File: config.mk
export PLATFORM = sky130hd
export DESIGN_NAME = sse_dot_lane
export DESIGN_NICKNAME = d
export VERILOG_FILES = /design/src/sv/sse_pkg.sv /design/src/sv/sse_dot_lane.sv
export SDC_FILE = /design/constraint.sdc
export NUM_CORES = 2
export LEC_CHECK = 0
export CORE_UTILIZATION = 45
export CTS_CLUSTER_DIAMETER = 40
export DETAILED_ROUTE_END_ITERATION = 8
export DONT_BUFFER_PORTS = 1
export PLACE_DENSITY = 0.6
export SYNTH_ARGS = -nofsm -noshare
export SYNTH_HDL_FRONTEND = slang
export SYNTH_SLANG_ARGS = --single-unit
File: constraint.sdc
create_clock -name clk -period 4.3 [get_ports clk]
set_input_delay 0.215 -clock clk [delete_from_list [all_inputs] [get_ports clk]]
set_output_delay 0.215 -clock clk [all_outputs]
set_load 0.02 [all_outputs]
File: src/sv/sse_pkg.sv
package sse_pkg;

    // Word widths of the Q16.16 datapath
    localparam int Q_W      = 32;
    localparam int ROW_W    = 64;
    localparam int PROD_W   = 64;
    localparam int RQ_W     = 48;   // rounded product, PROD_W - 16
    localparam int MAX_DIM  = 2;

    // Model dimensions
    localparam int STATES_DEF = 2;
    localparam int INPUTS_DEF = 2;
    localparam int OUTPUTS    = 1;

    // Configuration register indexes
    localparam int CFG_IDX_W = 3;
    localparam logic [CFG_IDX_W-1:0] REG_A_ROW_FIRST  = 3'd0;
    localparam logic [CFG_IDX_W-1:0] REG_A_ROW_SECOND = 3'd1;
    localparam logic [CFG_IDX_W-1:0] REG_B_ROW_FIRST  = 3'd2;
    localparam logic [CFG_IDX_W-1:0] REG_B_ROW_SECOND = 3'd3;
    localparam logic [CFG_IDX_W-1:0] REG_C_ROW        = 3'd4;
    localparam logic [CFG_IDX_W-1:0] REG_D_ROW        = 3'd5;

    localparam logic signed [PROD_W-1:0] ROUND_HALF = 64'sd32768;
    localparam logic signed [63:0] Q_MAX_64 = 64'sd2147483647;
    localparam logic signed [63:0] Q_MIN_64 = -64'sd2147483648;

    typedef struct packed {
        logic signed [Q_W-1:0] drive_first;
        logic signed [Q_W-1:0] drive_second;
        logic        [Q_W-1:0] time_step;
    } drive_item_t;

    typedef struct packed {
        logic signed [Q_W-1:0] model_output;
        logic signed [Q_W-1:0] next_state_first;
        logic signed [Q_W-1:0] next_state_second;
        logic                  saturated;
    } result_item_t;

    typedef struct packed {
        logic clear;    // start of item: zero the accumulator
        logic issue;    // multiply the selected term
        logic finish;   // clip and hold the row sum
    } lane_ctrl_t;

    typedef struct packed {
        logic mul;      // form xdot * dt
        logic upd;      // round, add to the state and clip
    } merge_ctrl_t;

    typedef struct packed {
        logic                  sat;
        logic signed [Q_W-1:0] value;
    } clip_t;

    // Add one half LSB of Q16.16 and drop sixteen bits with floor
    function automatic logic signed [RQ_W-1:0] round_q(input logic signed [PROD_W-1:0] p);
        logic signed [PROD_W-1:0] t;
        t = p + ROUND_HALF;
        return $signed(t[PROD_W-1:16]);
    endfunction

    // Clip to the signed 32-bit range and flag it
    function automatic clip_t sat32(input logic signed [63:0] v);
        clip_t r;
        if (v > Q_MAX_64)
        begin
            r.sat   = 1'b1;
            r.value = Q_MAX_64[Q_W-1:0];
        end
        else if (v < Q_MIN_64)
        begin
            r.sat   = 1'b1;
            r.value = Q_MIN_64[Q_W-1:0];
        end
        else
        begin
            r.sat   = 1'b0;
            r.value = v[Q_W-1:0];
        end
        return r;
    endfunction

endpackage

File: src/sv/sse_dot_lane.sv
// One dot-product lane: walks the state terms then the drive terms through a
// single registered multiplier, accumulates rounded products, clips once.
module sse_dot_lane #(
    parameter int STATES = sse_pkg::STATES_DEF,
    parameter int INPUTS = sse_pkg::INPUTS_DEF,
    parameter int TERM_W = 2
) (
    input  logic                             clk,
    input  logic                             rst_n,
    input  sse_pkg::lane_ctrl_t              ctrl,
    input  logic [TERM_W-1:0]                term,
    input  logic [sse_pkg::ROW_W-1:0]        xrow,
    input  logic [sse_pkg::ROW_W-1:0]        urow,
    input  logic signed [sse_pkg::Q_W-1:0]   state [STATES],
    input  logic signed [sse_pkg::Q_W-1:0]   drive [INPUTS],
    output logic signed [sse_pkg::Q_W-1:0]   sum,
    output logic                             sat
);
    import sse_pkg::*;

    localparam int TERMS = STATES + INPUTS;
    localparam int ACC_W = RQ_W + $clog2(TERMS);

    logic signed [Q_W-1:0]    coef_sel;
    logic signed [Q_W-1:0]    op_sel;
    logic signed [PROD_W-1:0] prod_reg;
    logic                     prod_vld_reg;
    logic signed [ACC_W-1:0]  acc_reg;
    logic signed [RQ_W-1:0]   prod_rnd;
    logic signed [Q_W-1:0]    sum_reg;
    logic                     sat_reg;
    clip_t                    acc_clip;

    // Select coefficient and operand for the current term
    always_comb
    begin
        coef_sel = '0;
        op_sel   = '0;
        for (int j = 0; j < STATES; j++)
        begin
            if (term == TERM_W'(j))
            begin
                coef_sel = $signed(xrow[Q_W*j +: Q_W]);
                op_sel   = state[j];
            end
        end
        for (int j = 0; j < INPUTS; j++)
        begin
            if (term == TERM_W'(STATES + j))
            begin
                coef_sel = $signed(urow[Q_W*j +: Q_W]);
                op_sel   = drive[j];
            end
        end
    end

    assign prod_rnd = round_q(prod_reg);
    assign acc_clip = sat32({{(64-ACC_W){acc_reg[ACC_W-1]}}, acc_reg});

    always_ff @(posedge clk)
    begin
        if (ctrl.issue)
        begin
            prod_reg <= PROD_W'(coef_sel) * PROD_W'(op_sel);
        end
    end

    always_ff @(posedge clk or negedge rst_n)
    begin
        if (!rst_n)
        begin
            prod_vld_reg <= 1'b0;
            acc_reg      <= '0;
        end
        else
        begin
            prod_vld_reg <= ctrl.issue;
            if (ctrl.clear)
            begin
                acc_reg <= '0;
            end
            else if (prod_vld_reg)
            begin
                acc_reg <= acc_reg + ACC_W'(prod_rnd);
            end
        end
    end

    always_ff @(posedge clk)
    begin
        if (ctrl.finish)
        begin
            sum_reg <= acc_clip.value;
            sat_reg <= acc_clip.sat;
        end
    end

    assign sum = sum_reg;
    assign sat = sat_reg;

endmodule

# Word level (Yosys, flattened, before mapping)
# Index checks and enable logic that the tools add are counted.
# totals
reg_bits,148
latchBits,0
ram_bits,0
mem_bits_ro,0
inputBits,263
out_inout_bits,33
elab_cells,26
mem_count,0
# op_classes
addsub,2
n_mul,1
div,0
magnitude_cmp,2
eq_ne,3
shifts,0
n_mux,11
n_bitwise,0
n_reduce_logical,2
# op_table
op,count
$mux 32,8
$mux 50,2
$add 64x17->64 const B,1
$mul 32x32->64,1
$add 50x48->50,1
$gt 50x32->1 const B,1
$lt 50x32->1 const B,1
$mux 33,1
$eq 2x2->1 const B,2
$eq 2x1->1 const B,1
$logic_not 2->1,1
$reduce_bool 2->1,1

# Depth between registers and ports, before layout
# logic_depth
word_depth,6
depth_mapped,35
depth_no_buf,30

# Least setup slack after synthesis
# No wires, ideal clock.
# synth_timing
path_type,in2reg
startpoint,in term[0]
endpoint,reg prod_reg[63] (data pin)
setup_ns,0.262
t_arrival_ns,8.861
required_time_ns,4.038
path_slack_ns,-4.823
path_stages,33
path_cell_list,buf_2 -> buf_2 -> buf_1 -> mux2i_1 -> nand2_1 -> o21ai_1 -> clkbuf_1 -> nor2_1 -> fa_1 -> inv_1 -> fa_1 -> inv_1 -> fa_1 -> fa_1 -> inv_1 -> fa_1 -> inv_1 -> fa_1 -> fa_1 -> inv_1 -> fa_1 -> inv_1 -> ha_1 -> clkbuf_1 -> a21o_1 -> a21o_1 -> a21oi_1 -> o221ai_1 -> a211o_1 -> a221o_1 -> a21oi_1 -> o31ai_1 -> xnor2_1
# synth_via
elab_chain_cells,6
word_cells_on_any_way,13
classes_between,mul (1); eq/ne (3); mux (8); reduce/logical (1)
# synth_lines
item,line,rtl
start: declaration,sse_dot_lane.sv:11,"input logic [TERM_W-1:0] term,"
$logic_not 2->1,sse_dot_lane.sv:41,if (term == TERM_W'(j))
$mux 32 (2 in a row),sse_dot_lane.sv:41,
$mux 32 (2 in a row),sse_dot_lane.sv:49,if (term == TERM_W'(STATES + j))
$mul 32x32->64 *,sse_dot_lane.sv:64,prod_reg <= PROD_W'(coef_sel) * PROD_W'(op_sel);
end signal: assignment,sse_dot_lane.sv:64,
end: declaration,sse_dot_lane.sv:26,logic signed [PROD_W-1:0] prod_reg;
# Every way passes the cells marked *; elsewhere a longest branch is shown, timed or not.
# A chain may end at the register's enable or synchronous reset.

# Worst setup path in the final report
# layout_timing
startpoint,in term[0]
endpoint,reg prod_reg[41] (data pin)
# The elaborated chain is that of the path after synthesis.

==> out/metrics.cfg <==
[detailed_routing]
vias=36327
drtIter0Drc=2549
drtAntennaViolNets=0
routedWlPerCell_um=22.2
drc_errors=0
drt-pass1-iter-count=6
routed_wl_um=151000
viasPerCell=5.34

[logic_synthesis]
synth_nets=6491
ys_seq_area_share_pct=8.31
synth_fa_ha_area_share_pct=54.5
synth_top_area_cell=fa_1
synth_top_area_share_pct=48.1
synthXorXnorAreaFrac_pct=2.92
syn_avg_cell_area_um2=9.15
synth_compound_area_share_pct=6.62
synth-simple-area-share_pct=13.9
synth_area_leaders=fa_1 (48%), inv_1 (8.1%), ha_1 (6.4%), nor2_1 (5.6%), edfxtp_1 (5.5%)
ys_types=81
synthCells=4916
synth-seq-cells=133
synth_area_mm2=0.0450
synth_top_family_by_area=adder cells
synth_mux_area_share_pct=3.67
synthTopCellsByCount=fa_1 (1082), inv_1 (969), nor2_1 (676)
yosysMostFrequentCell=fa_1
ys.flop_type=edfxtp_1
synth_edf_count=82
async_reset_ff_share_pct=38.3
ys_warn_count=0

[sta]
holdWs_ns=0.0403
period_share_pct=171
rsz0062_at_grt=true
clock.fmax_ghz=0.136
fin_worst_skew_ns=0.0137
setup_tns_ns=-127.96
finalCriticalPeriod_ns=7.37
worst_slack_ns=-3.07
hold_viol=0
slew_headroom_pct=24.0
worst_slew_pin_slew_ns=1.14
setup_viol=49
timing.final.max_slew_violations=0

[cts]
clkSlewWorstSetupHoldPaths_ns=0.06
numCtsBuffers=17
clock_sinks=133
clk_path_buf_depth=2
cts_tree=yes
htree_levels=4
clock_latency_ns=0.43
cts-root-buf=clkbuf_16

[final_layout]
final_core_util_pct=56.3
final_cells=6807
final_nets=7079
drive_gt1_share_pct=23.1
syn_to_final_growth_pct=23.5
largest_reg_flops=50

[die]
dieHeight_um=318
io_pins=296
coreArea_mm2=0.0987
die_width_um=318
start_util_pct=45.6
die_area_mm2=0.101
fp-row-count=115

[worst_setup_path]
cp-end-kind=flip-flop
rr_worst_depth=20
critical_path.reg2reg.startpoint=prod_reg[16]
path_buf_inv=5
slowest_stage=fa_1
cpPeakStageDelay_ns=0.59
crit_top_cell=fa_1
worstSetupPathType=primary input to flip-flop
crit_required_ns=4.47
crit_arrival_ns=7.54
startpoint_type=primary input
path_delay_family=adder cells
r2r-end=acc_reg[48]
cp_max_fo=121
rrSetupSlack_ns=0.17
crit_start=term[0]

[placed_design]
dp.cells=6663
gp_congestion=1.01
post-dp-hpwl_um=129000
port_buffers=0

[global_routing]
overflow=0
track_usage_pct=30.3
grt_pass1_vias=38414
grt_max_degree=166
grt_first_pass_wirelength_um=231000
antenna_found_initial=8

[run_status]
failed_checks=setup timing
status=finished with violations

[min_path]
holdPathStages=2
min-delay-start=ctrl[2]
hp-class=primary input to flip-flop
holdPathEnd=acc_reg[48]

[run]
maxCapViolCount=0

through the flow:
| stage | area [um^2] | worst slack (ns) |
|---|---|---|
| finish | 55600 | -3.07 |
| global route | 55600 | -3.19 |
| CTS | 54000 | -2.99 |
| detailed placement | 52100 | -3.75 |
| global placement | 52100 | -3.67 |
| floorplan | 45700 | -3.75 |
worst max-delay path by stage:
stage                              end  slack [ns]  cells past startpoint
after detailed placement  prod_reg[41]       -3.75                     25
final                     prod_reg[41]       -3.07                     25
after floorplan           prod_reg[63]       -3.75                     29
after CTS                 prod_reg[41]       -2.99                     26
after global placement    prod_reg[41]       -3.67                     25
after global routing      prod_reg[41]       -3.19                     26
kinds of logic after synthesis:
kind of cell | after synthesis
adder cells (fa/ha/maj) | 1312
XOR/XNOR | 149
flip-flops | 133
AND/OR/NAND/NOR | 1517
AO/OA/AOI/OAI | 460
buffers and inverters | 1203
multiplexers | 142
area by class of cell:
class | instances | area, um^2
clock inverters | 14 | 173
flip-flops and latches | 133 | 3740
diodes | 3 | 7.51
inverters | 971 | 3670
multi-input cells | 3581 | 38500
fillers | 8808 | 43100
well taps | 1287 | 1610
clock buffers | 18 | 429
repair buffers | 800 | 7400
cell usage in the layout, fill, tap and decap left out, types with 78 or more instances in the layout:
cell / Yosys / routed
nand2_1: 622 / 585
inv_1: 969 / 940
xnor2_1: 93 / 89
ha_1: 230 / 200
buf_12: 0 / 86
edfxtp_1: 82 / 82
buf_4: 1 / 657
fa_1: 1082 / 1009
nor2_1: 676 / 661
a21oi_1: 117 / 78
what timing repair did:
| action | 4_1_cts | 5_1_grt |
|---|---|---|
| setup endpoints to repair | 50 | 62 |
| hold buffers | 6 | 0 |
| setup buffers | 48 | 53 |
| pin swaps | 83 | 168 |
| gates resized for setup | 154 | 288 |
| cloned | 2 | 1 |
| hold endpoints to repair | 173 | 0 |
metal layers:
metal	track usage (%)	wire, um	vias up
met5	0	51	-
met4	10.2	6210	8
met3	4.72	11700	244
met2	48.3	69200	1370
met1	42.2	64000	18600
li1	-	-	16105
Power is left out: the tool's default activity adds up to more than one toggle a clock period on the data nets, which glitch-free logic cannot reach.
